--- config.mk ---
export PLATFORM = sky130hd
export DESIGN_NAME = rle_paren_count_decoder_unit_flat
export DESIGN_NICKNAME = d
export VERILOG_FILES = /design/src/rtl/rpcd_pkg.sv /design/src/rtl/rpcd_in_if.sv /design/src/rtl/rpcd_out_if.sv /design/src/rtl/rle_paren_count_decoder_unit.sv /design/src/rtl/rpcd_match.sv /design/src/flat_wrapper.sv
export VERILOG_INCLUDE_DIRS = /design/src /design/src/rtl
export SDC_FILE = /design/constraint.sdc
export NUM_CORES = 1
export LEC_CHECK = 0
export ABC_CLOCK_PERIOD_IN_PS = 2200
export CAP_MARGIN = 30
export CORE_MARGIN = 8
export CORE_UTILIZATION = 50
export DETAILED_ROUTE_END_ITERATION = 10
export DONT_BUFFER_PORTS = 1
export GPL_TIMING_DRIVEN = 0
export PLACE_DENSITY = 0.68
export SETUP_SLACK_MARGIN = 0.4
export SYNTH_ARGS = -nofsm -noshare
export SYNTH_HDL_FRONTEND = slang
export SYNTH_SLANG_ARGS = --single-unit
export TNS_END_PERCENT = 50
--- constraint.sdc ---
create_clock -name clk -period 2.2 [get_ports clk]
set_input_delay 0.11 -clock clk [delete_from_list [all_inputs] [get_ports clk]]
set_output_delay 0.11 -clock clk [all_outputs]
set_load 0.03 [all_outputs]
--- src/rtl/assert_macros.svh ---
// Assertion macros for the RTL files that carry checks.
`ifndef ASSERT_MACROS_SVH
`define ASSERT_MACROS_SVH

// Check an implication property on the rising edge of clk, held off during reset.
`define RPCD_ASSERT(lbl, prop, msg) \
	lbl: assert property (@(posedge clk) disable iff (!arst_n) prop) else $error(msg);

// Check a condition that must hold on every rising edge of clk outside reset.
`define RPCD_ASSERT_ALWAYS(lbl, cond, msg) \
	lbl: assert property (@(posedge clk) disable iff (!arst_n) (cond)) else $error(msg);

`endif

--- src/rtl/rpcd_pkg.sv ---
// Types and constants for the parenthesized-count run-length decoder.
package rpcd_pkg;

	typedef logic [7:0] byte_t;

	// Window of four bytes, index 0 is the oldest.
	typedef logic [3:0][7:0] win_t;

	// Outcome of the pattern check on a full window.
	typedef struct packed {
		logic       hit;
		logic [3:0] count;
	} match_t;

	localparam byte_t      OPEN_MARK  = 8'h28;
	localparam byte_t      CLOSE_MARK = 8'h29;
	localparam byte_t      DIGIT_BASE = 8'h30;
	localparam logic [3:0] MAX_REPEAT = 4'd9;
	localparam logic [2:0] WIN_FULL   = 3'd4;

endpackage

--- src/rtl/rpcd_in_if.sv ---
// Input channel: one compressed byte and its end-of-stream mark per transaction.
interface rpcd_in_if;
	logic       valid;
	logic       ready;
	logic [7:0] in_byte;
	logic       in_last;

	modport source (output valid, output in_byte, output in_last, input ready);
	modport sink (input valid, input in_byte, input in_last, output ready);
endinterface

--- src/rtl/rpcd_out_if.sv ---
// Output channel: one decompressed byte and its end-of-stream mark per transaction.
interface rpcd_out_if;
	logic       valid;
	logic       ready;
	logic [7:0] out_byte;
	logic       out_last;

	modport source (output valid, output out_byte, output out_last, input ready);
	modport sink (input valid, input out_byte, input out_last, output ready);
endinterface

--- src/rtl/rle_paren_count_decoder_unit.sv ---
// A byte is accepted in ST_IDLE and checked in ST_CHECK; a literal is registered into the output then.
// No new input byte is taken until the last one is checked and the bytes it releases are emitted.
// A repeat "(d)c" holds the input while the repeat counter emits its d copies after its check.
// Output stalls hold the sequencer; the output register frees as its transaction completes.
// Reset: arst_n clears the window, its count, the sequencer state and the output valid at once.
`include "assert_macros.svh"

module rle_paren_count_decoder_unit (
	input logic       clk,
	input logic       arst_n,
	rpcd_in_if.sink   din,
	rpcd_out_if.source dout
);
	import rpcd_pkg::*;

	typedef enum logic [1:0] {
		ST_IDLE,
		ST_CHECK,
		ST_REPEAT,
		ST_FLUSH
	} state_t;

	state_t     state_q;
	win_t       win_q;
	logic [2:0] n_q;
	logic       last_q;
	logic [3:0] rep_q;
	logic       out_valid_q;
	byte_t      out_byte_q;
	logic       out_last_q;
	match_t     match;
	logic       slot_free;
	logic       out_load;

	// Check the window
	rpcd_match u_match (
		.win    (win_q),
		.result (match)
	);

	// Output register is free when empty or when its transaction completes now
	assign slot_free = !out_valid_q || dout.ready;

	// The sequencer loads a new output byte this cycle
	assign out_load = slot_free &&
		(((state_q == ST_CHECK) && (n_q == WIN_FULL) && !match.hit) ||
		(state_q == ST_REPEAT) || (state_q == ST_FLUSH));

	assign din.ready     = (state_q == ST_IDLE);
	assign dout.valid    = out_valid_q;
	assign dout.out_byte = out_byte_q;
	assign dout.out_last = out_last_q;

	// Sequencer: load the window, check it, then emit repeats or literals one a cycle while the output is free
	always_ff @(posedge clk or negedge arst_n) begin
		if (!arst_n) begin
			state_q     <= ST_IDLE;
			win_q       <= '0;
			n_q         <= '0;
			last_q      <= 1'b0;
			rep_q       <= '0;
			out_valid_q <= 1'b0;
			out_byte_q  <= '0;
			out_last_q  <= 1'b0;
		end else begin
			// Drop the output once its transaction completes and nothing replaces it
			if (out_valid_q && dout.ready && !out_load) begin
				out_valid_q <= 1'b0;
			end
			case (state_q)
				ST_IDLE: begin
					// Append the new byte behind the pending ones
					if (din.valid) begin
						win_q[n_q[1:0]] <= din.in_byte;
						n_q             <= n_q + 3'd1;
						last_q          <= din.in_last;
						state_q         <= ST_CHECK;
					end
				end
				ST_CHECK: begin
					if (n_q == WIN_FULL) begin
						if (match.hit) begin
							rep_q   <= match.count;
							state_q <= ST_REPEAT;
						end else if (slot_free) begin
							// Emit the oldest byte as a literal and advance the window
							out_valid_q <= 1'b1;
							out_byte_q  <= win_q[0];
							out_last_q  <= 1'b0;
							win_q[0]    <= win_q[1];
							win_q[1]    <= win_q[2];
							win_q[2]    <= win_q[3];
							n_q         <= 3'd3;
							state_q     <= last_q ? ST_FLUSH : ST_IDLE;
						end
					end else begin
						state_q <= last_q ? ST_FLUSH : ST_IDLE;
					end
				end
				ST_REPEAT: begin
					// Emit the repeated byte, count down, empty the window on the final one
					if (slot_free) begin
						out_valid_q <= 1'b1;
						out_byte_q  <= win_q[3];
						out_last_q  <= last_q && (rep_q == 4'd1);
						rep_q       <= rep_q - 4'd1;
						if (rep_q == 4'd1) begin
							n_q     <= '0;
							state_q <= ST_IDLE;
						end
					end
				end
				ST_FLUSH: begin
					// Drain the window as literals, marking the final byte
					if (slot_free) begin
						out_valid_q <= 1'b1;
						out_byte_q  <= win_q[0];
						out_last_q  <= (n_q == 3'd1);
						win_q[0]    <= win_q[1];
						win_q[1]    <= win_q[2];
						win_q[2]    <= win_q[3];
						n_q         <= n_q - 3'd1;
						if (n_q == 3'd1) begin
							state_q <= ST_IDLE;
						end
					end
				end
				default: begin
					state_q <= ST_IDLE;
				end
			endcase
		end
	end

	`RPCD_ASSERT_ALWAYS(a_rep_range, rep_q <= MAX_REPEAT, "repeat count out of range")
	`RPCD_ASSERT(a_idle_window, (state_q == ST_IDLE) |-> (n_q <= 3'd3), "window full while idle")
	`RPCD_ASSERT(a_accept_check, (din.valid && din.ready) |=> (state_q == ST_CHECK), "no check")
	`RPCD_ASSERT(a_repeat_nonzero, (state_q == ST_REPEAT) |-> (rep_q != 4'd0), "repeat with zero count")
	`RPCD_ASSERT(a_flush_nonempty, (state_q == ST_FLUSH) |-> (n_q != 3'd0), "flush of an empty window")

endmodule

--- src/rtl/rpcd_match.sv ---
// Pattern check of a full window: open mark, digit one to nine, close mark, non-zero byte.
module rpcd_match (
	input  rpcd_pkg::win_t   win,
	output rpcd_pkg::match_t result
);
	import rpcd_pkg::*;

	logic digit_ok;

	// Accept only the digits one through nine
	assign digit_ok = (win[1] > DIGIT_BASE) && (win[1] <= (DIGIT_BASE + byte_t'(MAX_REPEAT)));

	assign result.hit = (win[0] == OPEN_MARK) && digit_ok &&
		(win[2] == CLOSE_MARK) && (win[3] != 8'h00);

	// Low nibble of an ASCII digit is its value
	assign result.count = win[1][3:0];
endmodule

--- src/flat_wrapper.sv ---
// flat-port wrapper written by rule: the top's interface ports become plain ports
module rle_paren_count_decoder_unit_flat import rpcd_pkg::*;
  (clk, arst_n, din_valid, din_in_byte, din_in_last, din_ready, dout_valid, dout_out_byte, dout_out_last, dout_ready);
  rpcd_in_if din_i ();
  rpcd_out_if dout_i ();
  input logic clk;
  input logic arst_n;
  input wire logic [$bits(din_i.valid)-1:0] din_valid;
  input wire logic [$bits(din_i.in_byte)-1:0] din_in_byte;
  input wire logic [$bits(din_i.in_last)-1:0] din_in_last;
  output wire logic [$bits(din_i.ready)-1:0] din_ready;
  output wire logic [$bits(dout_i.valid)-1:0] dout_valid;
  output wire logic [$bits(dout_i.out_byte)-1:0] dout_out_byte;
  output wire logic [$bits(dout_i.out_last)-1:0] dout_out_last;
  input wire logic [$bits(dout_i.ready)-1:0] dout_ready;
  assign din_i.valid = din_valid;
  assign din_i.in_byte = din_in_byte;
  assign din_i.in_last = din_in_last;
  assign din_ready = din_i.ready;
  assign dout_valid = dout_i.valid;
  assign dout_out_byte = dout_i.out_byte;
  assign dout_out_last = dout_i.out_last;
  assign dout_i.ready = dout_ready;
  rle_paren_count_decoder_unit u_core (.clk(clk), .arst_n(arst_n), .din(din_i), .dout(dout_i));
endmodule
Yosys cells after proc, flatten, opt, wreduce, memory -nomap -nowiden
Cells that the tools add are included.
- equal/unequal tests: 18
- reductions and logical operators: 30
- $add $sub $neg: 3
- mux-type cells: 46
- magnitude comparators: 4
- operator list (operator ; count):
    $mux W24 ; 4
    $pmux W24 S3 ; 1
    $mux W8 ; 5
    $bwmux W32 ; 1
    $pmux W8 S3 ; 1
    $mux W3 ; 7
    $mux W2 ; 9
    $demux W8 S2 ; 1
    $eq A8 B6 Y1 const B ; 2
    $mux W4 ; 3
    $pmux W3 S4 ; 1
    $reduce_and A4 Y1 ; 3
    $reduce_and A6 Y1 ; 2
    $logic_and A1 B1 Y1 ; 11
    $ne A2 B2 Y1 const B ; 5
    $mux W1 ; 9
    $gt A8 B6 Y1 const B ; 1
    $le A8 B6 Y1 const B ; 1
    $ne A2 B1 Y1 const B ; 4
    $pmux W2 S4 ; 1
    $pmux W4 S2 ; 1
    $reduce_bool A8 Y1 ; 1
    $reduce_and A7 Y1 ; 1
    $reduce_bool A3 Y1 ; 2
    19 further kinds ; 24
- logic and storage cells: 112
- output and inout bits: 11
- input port bits: 13
- register bits: 52

Depth between registers and ports, before layout
Gate-level depths: netlist of the first run.
- depth in word-level cells: 17
- mapped depth: 9
- mapped depth without buffers: 8

Modules after synthesis
From an unflattened synthesis of the first run, not the netlist that was laid out.
- cell total of the unflattened synthesis: 269
- area, all modules: 2982.9 um^2
- modules (own cells, without submodules) (module ; area an instance (um^2) ; cells an instance ; times used ; sequential area each (um^2)):
    rle_paren_count_decoder_unit ; 2839.0 ; 252 ; 1 ; 1301.2
    rpcd_match ; 143.9 ; 17 ; 1 ; 0.0

Least setup slack after synthesis of the first run
OpenSTA, ideal clock, no wires.
- path kind: reg2reg
- start point: register u_core.n_q[0]
- end point: register u_core.win_q[0] in the netlist's numbering
- path buffers: 1
- setup slack: -152 ps
- required time: 2075 ps
- period minus slack after synthesis: 2352 ps
- stages on the path, launching flop included: 10
- arrival: 2227 ps
- setup time: 125 ps
- path through: dfrtp_1 inv_1 ha_1 ha_1 clkbuf_1 a21oi_1 nor2_1 nand2_1 o21ai_4 mux2_4
- longest elaborated chain between the ends: 7
- elaborated cells on any way between the ends: 11
- those cells by class: 2 x order compare; 2 x eq/ne; 5 x mux; 2 x reduce/logical
- ends and longest elaborated chain (what ; line ; RTL):
    start: declaration ; rle_paren_count_decoder_unit.sv:25 ; logic [2:0] n_q;
    start signal: assignment ; rle_paren_count_decoder_unit.sv:75 ; n_q <= n_q + 3'd1;
    start signal: assignment ; rle_paren_count_decoder_unit.sv:122 ; n_q <= n_q - 3'd1;
    $lt A2 B3 Y1 (implied by the code) / $ge A2 B1 Y1 (equally long branches) ; rle_paren_count_decoder_unit.sv:74 ; win_q[n_q[1:0]] <= din.in_byte;
    $logic_and A1 B1 Y1 (implied by the code) ; rle_paren_count_decoder_unit.sv:74 ;
    $mux W8 (implied by the code) ; rle_paren_count_decoder_unit.sv:74 ;
    $demux W8 S2 ; -- ;
    $bwmux W32 ; rle_paren_count_decoder_unit.sv:74 ;
    $mux W24 ; rle_paren_count_decoder_unit.sv:73 ; if (din.valid) begin
    $pmux W24 S3 ; rle_paren_count_decoder_unit.sv:70 ; case (state_q)
    end signal: indexed assignment ; rle_paren_count_decoder_unit.sv:74 ;
    end: declaration ; rle_paren_count_decoder_unit.sv:24 ; win_t win_q;
Several ways; a longest one is shown, not always the timed one. The select of a mux whose other input is x is not followed.
A chain may end at the register's enable or synchronous reset.

Final worst setup path of the first run
- start point: register u_core.win_q[10] in the netlist's numbering
- end point: register u_core.n_q[2]
- longest elaborated chain between the ends: 7
- elaborated cells on any way between the ends: 8
- those cells by class: 2 x order compare; 1 x eq/ne; 5 x reduce/logical
- ends and longest elaborated chain (what ; line ; RTL):
    $gt A8 B6 Y1 / $le A8 B6 Y1 (equally long branches) ; rpcd_match.sv:11 ; assign digit_ok = (win[1] > DIGIT_BASE) && (win[1] <= (DIGIT_BASE + byte_t'(MAX_REPEAT)));
    $logic_and A1 B1 Y1 (*) ; rpcd_match.sv:11 ;
    $logic_and A1 B1 Y1 (*) (2 in a row) ; rpcd_match.sv:13 ; assign result.hit = (win[0] == OPEN_MARK) && digit_ok &&
    $logic_and A1 B1 Y1 (*) ; rpcd_match.sv:14 ; (win[2] == CLOSE_MARK) && (win[3] != 8'h00);
    $ne A2 B2 Y1 (no source line) (*) ; -- ;
    $reduce_and A7 Y1 (no source line) (*) ; -- ;
Mark *: on every way between the ends. The rest lies on a longest branch, timed or not.

==> impl_metrics.env, run 1 <==
export IMPL_worst_hold_path_type="input port to flip-flop"
export IMPL_tritoncts="done"
export IMPL_biggest_area_consumer_among_synthesized_cells="sky130_fd_sc_hd__dfrtp_1"
export IMPL_synth_warnings=0
export IMPL_final_core_utilization_pct=63.0
export IMPL_timing_rr_start="u_core.win_q[10]"
export IMPL_fillerInstances=462
export IMPL_detailed_place_hpwl_mm=5.02
export IMPL_clk_path_buf_depth=2
export IMPL_power_leakage_nw=1.66
export IMPL_insertion_delay_ns=0.31
export IMPL_cp_end_kind="flip-flop"
export IMPL_timing_critical_path_fanout_max=7
export IMPL_clkSinkCount=52
export IMPL_met2_usage_pct=26.6
export IMPL_grt_overflow=0
export IMPL_postSynthAreaPerCell_um2=11.1
export IMPL_chipWidth_um=92.9
export IMPL_drt_first_iter_violations=184
export IMPL_area_growth_pct=23.7
export IMPL_worst_r2r_setup_slack_ns=0.08
export IMPL_floorplan_die_area_um2=8640
export IMPL_ioPinCount=24
export IMPL_worst_ep_required_time_ns=2.39
export IMPL_global_route_usage_met1_pct=24.9
export IMPL_synthTopCellsByArea="sky130_fd_sc_hd__dfrtp_1 (44%), sky130_fd_sc_hd__mux2_2 (8.4%), sky130_fd_sc_hd__mux2_4 (8.1%)"
export IMPL_cts_root_buf="sky130_fd_sc_hd__clkbuf_8"
export IMPL_post_route_min_period_ns=2.12
export IMPL_initial_utilization_pct=50.9
export IMPL_synthArstFlopShare_pct=100
export IMPL_critical_path_reg2reg_endpoint="u_core.n_q[2]"
export IMPL_drc=0
export IMPL_worst_setup_hold_path_clk_slew_ns=0.10
export IMPL_synth_net_count=287
export IMPL_synth_seq_cells=52
export IMPL_worst_endpoint_arrival_ns=2.32
export IMPL_timing_hold_worst_endpoint="u_core.win_q[18]"
export IMPL_cts_buffers_inserted=5
export IMPL_fmaxAchievable_mhz=471
export IMPL_finalHoldWorstSlack_ns=0.0463
export IMPL_r2r_cells=7
export IMPL_drive_gt1_share_pct=34.8
export IMPL_setup_worst_path_class="flip-flop to flip-flop"
export IMPL_grt_setup_unrepaired="yes"
export IMPL_core_region_area_um2=5820
export IMPL_antenna_diode_count=0
export IMPL_slew_headroom_pct=66.2
export IMPL_setup_viol=0
export IMPL_yosysUniqueCellTypes=47
export IMPL_global_route_usage_met3_pct=4.45
export IMPL_critical_path_max_stage_delay_ns=0.58
export IMPL_route_vias_total=2283
export IMPL_ys_seq_area_share_pct=44.0
export IMPL_timing_final_hold_violations=0
export IMPL_synth_most_common_cell="sky130_fd_sc_hd__dfrtp_1"
export IMPL_netlist_area_leader_share_pct=44.0
export IMPL_synth_edff_count=0
export IMPL_routed_via_density=5.93
export IMPL_vdd_ir_drop_max_uv=650
export IMPL_hold_depth=2
export IMPL_numPortBuffers=0
export IMPL_fin_worst_skew_ns=0.00971
export IMPL_grt_max_degree=53
export IMPL_grt_pass1_vias=2267
export IMPL_routed_wire_length_per_instance_um=18.9
export IMPL_gr_max_usage_layer="met2"
export IMPL_grt_util_all_layers_pct=17.8
export IMPL_detail_route_wirelength_mm=7.29
export IMPL_floorplan_rows=28
export IMPL_critPathSlowestCell="sky130_fd_sc_hd__or4_1"
export IMPL_tightestPinTransition_ns=0.506
export IMPL_report_final_slew_viol_count=0
export IMPL_start_point_of_the_worst_hold_path="din_in_byte[2]"
export IMPL_wire_length_of_the_first_global_routing_pass_mm=12.2
export IMPL_design_final_nets=329
export IMPL_synth_cell_area_um2=2960
export IMPL_fin_crit_sh_pct=96.6
export IMPL_detail_route_first_pass_iterations=6
export IMPL_number_of_antenna_violations_at_the_first_check_in_global_routing=0
export IMPL_max_cap_violations=0
export IMPL_outcome="complete, no violations"
export IMPL_synthCells=267
export IMPL_startpoint_type="flip-flop"
export IMPL_gp_congestion=0.875
export IMPL_residual_antenna_violating_net_count_after_detailed_routing=0
export IMPL_htree_num_levels=2
export IMPL_die_y_um=92.9
export IMPL_synth_cells_most_frequent="sky130_fd_sc_hd__dfrtp_1 (52), sky130_fd_sc_hd__nand2_1 (37), sky130_fd_sc_hd__a22o_1 (23)"
export IMPL_power_density_nw_per_um2=1500
export IMPL_crit_chain="or4_1 -> nand3_2 -> nor3_4 -> buf_6 -> buf_4 -> a21o_2 -> a211o_1"
export IMPL_top_ff_cell_synth="sky130_fd_sc_hd__dfrtp_1"
[area by class of cell]
type,instances,area [um2],area share (%)
Clock inverter,3,21.3,0.581
Tap cell,75,93.8,2.56
Buffer,11,82.6,2.25
Multi-Input combinational cell,196,1710,46.6
Inverter,8,30.0,0.820
Clock buffer,5,68.8,1.88
Sequential cell,52,1300,35.6
Timing Repair Buffer,35,358,9.77
[how the worst max path moves through the flow]
stage / startpoint / to / slack (ns) / cells after the start
global placement: u_core.state_q[0] / u_core.win_q[29] / -0.18 / 5
detailed placement: u_core.state_q[0] / u_core.win_q[30] / -0.20 / 5
finish: u_core.win_q[10] / u_core.n_q[2] / 0.08 / 7
global route: u_core.win_q[6] / u_core.win_q[9] / 0.04 / 7
floorplan: u_core.n_q[0] / u_core.win_q[0] / 0.16 / 9
CTS: u_core.win_q[25] / u_core.win_q[3] / 0.13 / 7
[worst max-delay path: cells and delay by family (launching register included)]
kind / cells / cell delay [ns]
and+or+nand+nor: 3 / 0.76
AOI/OAI and AO/OA: 2 / 0.50
DFF: 1 / 0.46
buffers and inverters: 2 / 0.29
[registers in the layout, summed over array words and instances (netlist names)]
name / count
u_core.dout.valid: 1
u_core.last_q: 1
u_core.state_q: 2
u_core.dout.out_last: 1
u_core.rep_q: 4
u_core.dout.out_byte: 8
u_core.win_q: 32
u_core.n_q: 3
[repair_timing]
item / in CTS / in global routing
pin swaps: 12 / 6
hold buffers: 11 / 0
endpoints found under the setup margin: 51 / 51
setup buffers: 20 / 4
resized for setup: 16 / 5
hold endpoints to repair: 61 / 0
[cell families after synthesis]
kind of cell | count (synthesis) | synth area share (%)
AO/OA/AOI/OAI | 65 | 17.3
flip-flops | 52 | 44.0
buffers and inverters | 19 | 3.30
AND/OR/NAND/NOR | 82 | 14.5
adder cells (fa/ha/maj) | 7 | 2.96
multiplexers | 42 | 17.9
[cells in the final DEF (no fill, tap or decap), types with 6 or more instances in the layout]
cell and count:
sky130_fd_sc_hd__nor2b_1 8, sky130_fd_sc_hd__a22o_1 23, sky130_fd_sc_hd__o21ai_0 8, sky130_fd_sc_hd__mux2_2 16, sky130_fd_sc_hd__mux2_4 24, sky130_fd_sc_hd__clkbuf_8 6, sky130_fd_sc_hd__nor2_1 6, sky130_fd_sc_hd__dfrtp_1 51
sky130_fd_sc_hd__inv_1 6, sky130_fd_sc_hd__a21oi_1 8, sky130_fd_sc_hd__buf_4 20, sky130_fd_sc_hd__dlygate4sd3_1 10, sky130_fd_sc_hd__nand2_1 36
[power breakdown]
group | leakage (nW) | switching (mW) | internal (mW)
combinational | 0.950 | 1.44 | 1.65
clock | 0.0445 | 0.334 | 0.226
sequential | 0.663 | 0.511 | 1.33
total | 1.66 | 2.28 | 3.20
[per-stage QoR]
| step | setup WS (ns) | setup TNS (ns) | total power, mW | std cells | cell area, um2 |
|---|---|---|---|---|---|
| finish | 0.0758 | 0 | 5.48 | 385 | 3660 |
| global route | 0.0356 | 0 | 5.85 | 385 | 3660 |
| CTS | 0.128 | 0 | 5.44 | 381 | 3610 |
| detailed placement | -0.201 | -2.52 | 4.33 | 342 | 3120 |
| global placement | -0.181 | -2.10 | 4.27 | 342 | 3120 |
| floorplan | 0.160 | 0 | 3.79 | 267 | 3020 |
[layer usage]
metal	vias to the layer above	part of all wire (%)
met3	10	7.3
li1	1072	-
met1	1126	46
met2	75	45
met5	-	0
met4	0	1.4
Note: power is estimated with default switching activity, not from simulation.
==> run 2: changes to the inputs <==
- CTS_BUF_LIST: default -> sky130_fd_sc_hd__clkbuf_16
==> impl_metrics.env, run 2 (synthesis results as in run 1) <==
export IMPL_timing_final_ws_setup_ns=0.116
export IMPL_hold_depth=2
export IMPL_die_y_um=92.9
export IMPL_drc=0
export IMPL_floorplan_die_area_um2=8640
export IMPL_residual_antenna_violating_net_count_after_detailed_routing=0
export IMPL_timing_critical_path_fanout_max=8
export IMPL_detail_route_wirelength_mm=7.65
export IMPL_htree_num_levels=2
export IMPL_detailed_place_hpwl_mm=5.02
export IMPL_drt_first_iter_violations=152
export IMPL_clkSinkCount=52
export IMPL_chipWidth_um=92.9
export IMPL_drive_gt1_share_pct=35.4
export IMPL_wire_length_of_the_first_global_routing_pass_mm=12.6
export IMPL_timing_rr_start="u_core.win_q[10]"
export IMPL_power_leakage_nw=1.68
export IMPL_antenna_diode_count=0
export IMPL_setup_viol=0
export IMPL_grt_overflow=0
export IMPL_setup_worst_path_class="flip-flop to flip-flop"
export IMPL_max_cap_violations=0
export IMPL_worst_endpoint_arrival_ns=2.26
export IMPL_critPathSlowestCell="sky130_fd_sc_hd__or4_1"
export IMPL_crit_chain="or4_1 -> nand3_2 -> nor3_4 -> buf_6 -> o21ai_4 -> buf_12 -> mux2_2"
export IMPL_worst_setup_hold_path_clk_slew_ns=0.07
export IMPL_design_final_nets=330
export IMPL_insertion_delay_ns=0.30
export IMPL_largest_reg_flops=32
export IMPL_cp_end_kind="flip-flop"
export IMPL_power_density_nw_per_um2=1550
export IMPL_start_point_of_the_worst_hold_path="din_in_byte[2]"
export IMPL_gp_congestion=0.875
export IMPL_core_region_area_um2=5820
export IMPL_report_final_slew_viol_count=0
export IMPL_fillerInstances=458
export IMPL_worst_r2r_setup_slack_ns=0.12
export IMPL_initial_utilization_pct=50.9
export IMPL_cts_buffers_inserted=5
export IMPL_route_vias_total=2276
export IMPL_registers_top_by_ff_count="u_core.win_q"
export IMPL_worst_hold_path_type="input port to flip-flop"
export IMPL_worst_ep_required_time_ns=2.38
export IMPL_grt_max_degree=53
export IMPL_timing_hold_worst_endpoint="u_core.win_q[18]"
export IMPL_routed_wire_length_per_instance_um=19.8
export IMPL_dp_worst_setup_slack_ns=-0.201
export IMPL_fin_worst_skew_ns=0.00760
export IMPL_slew_headroom_pct=63.8
export IMPL_total_power_mw=5.76
export IMPL_finalHoldWorstSlack_ns=0.0650
export IMPL_numPortBuffers=0
export IMPL_floorplan_rows=28
export IMPL_grt_pass1_vias=2279
export IMPL_routed_via_density=5.90
export IMPL_vdd_ir_drop_max_uv=698
export IMPL_critical_path_reg2reg_endpoint="u_core.win_q[16]"
export IMPL_fin_crit_sh_pct=94.7
export IMPL_critical_path_max_stage_delay_ns=0.56
export IMPL_detail_route_first_pass_iterations=4
export IMPL_fmaxAchievable_mhz=480
export IMPL_ioPinCount=24
export IMPL_clk_path_buf_depth=2
export IMPL_outcome="complete, no violations"
export IMPL_grt_setup_unrepaired="yes"
export IMPL_timing_final_hold_violations=0
export IMPL_area_growth_pct=25.5
export IMPL_post_route_min_period_ns=2.08
export IMPL_layout_cells_most_common_list="sky130_fd_sc_hd__dfrtp_1 (50), sky130_fd_sc_hd__nand2_1 (36), sky130_fd_sc_hd__a22o_1 (23), sky130_fd_sc_hd__mux2_4 (23), sky130_fd_sc_hd__buf_4 (21)"
export IMPL_grt_util_all_layers_pct=18.5
export IMPL_startpoint_type="flip-flop"
export IMPL_tightestPinTransition_ns=0.541
export IMPL_number_of_antenna_violations_at_the_first_check_in_global_routing=0
export IMPL_tritoncts="done"
export IMPL_layout_commonest_cell="sky130_fd_sc_hd__dfrtp_1"
export IMPL_r2r_cells=7
export IMPL_final_core_utilization_pct=63.9
export IMPL_cts_root_buf="sky130_fd_sc_hd__clkbuf_16"
==> run 2: cell count changes in the layout (fill, tap and decap cells not counted), sizes merged <==
| cell | before | now |
|---|---|---|
| buf | 28 | 29 |
==> run 2: critical path, delay by kind of cell, from the launching register on <==
family / cells / cell delay, ns
flops: 1 / 0.44
simple gates: 3 / 0.76
mux: 1 / 0.33
compound gates: 1 / 0.14
buf+inv: 2 / 0.30
==> run 2: area by class of cell <==
cell class	instances	area (um2)	share of cell area (%)
buffer	11	82.6	2.22
tap	75	93.8	2.53
inverter	8	30.0	0.808
clock inverter	3	21.3	0.572
sequential	52	1300	35.1
timing repair buffer	36	365	9.83
multi-input combinational	196	1690	45.6
clock buffer	5	125	3.37
==> run 2: report_power, final <==
group / switching (mW) / total (mW) / leakage [nW] / internal, mW
clock: 0.366 / 0.790 / 0.0702 / 0.424
sequential: 0.508 / 1.84 / 0.662 / 1.33
combinational: 1.48 / 3.13 / 0.948 / 1.66
==> run 2: routing by layer <==
| layer | share of wire [%] | GRT usage, % | vias to the layer above |
|---|---|---|---|
| met5 | 0 | 0 | - |
| met4 | 1.5 | 5.77 | 0 |
| met3 | 5.6 | 4.37 | 10 |
| met2 | 46 | 27.8 | 58 |
| met1 | 47 | 25.7 | 1135 |
| li1 | - | - | 1073 |
==> run 2: timing repair <==
item | 4_1_cts | 5_1_grt
hold buffers | 11 | 0
hold endpoints to repair | 61 | 0
setup buffers | 21 | 4
pin swaps | 13 | 4
endpoints found under the setup margin | 51 | 51
gates resized for setup | 17 | 3
==> run 2: per-stage QoR <==
step | std cells | cell area, um2 | TNS (ns)
final | 386 | 3720 | 0
after global routing | 386 | 3720 | 0
after CTS | 382 | 3680 | 0
after detailed placement | 342 | 3120 | -2.52
after global placement | 342 | 3120 | -2.10
after floorplan | 267 | 3020 | 0
==> run 2: worst max-delay path by stage <==
stage / startpoint / to / slack [ns]
6_report: u_core.win_q[10] / u_core.win_q[16] / 0.12
5_1_grt: u_core.win_q[28] / u_core.win_q[16] / 0.07
4_1_cts: u_core.win_q[25] / u_core.win_q[2] / 0.12
3_5_place_dp: u_core.state_q[0] / u_core.win_q[30] / -0.20
3_3_place_gp: u_core.state_q[0] / u_core.win_q[29] / -0.18
2_1_floorplan: u_core.n_q[0] / u_core.win_q[0] / 0.16
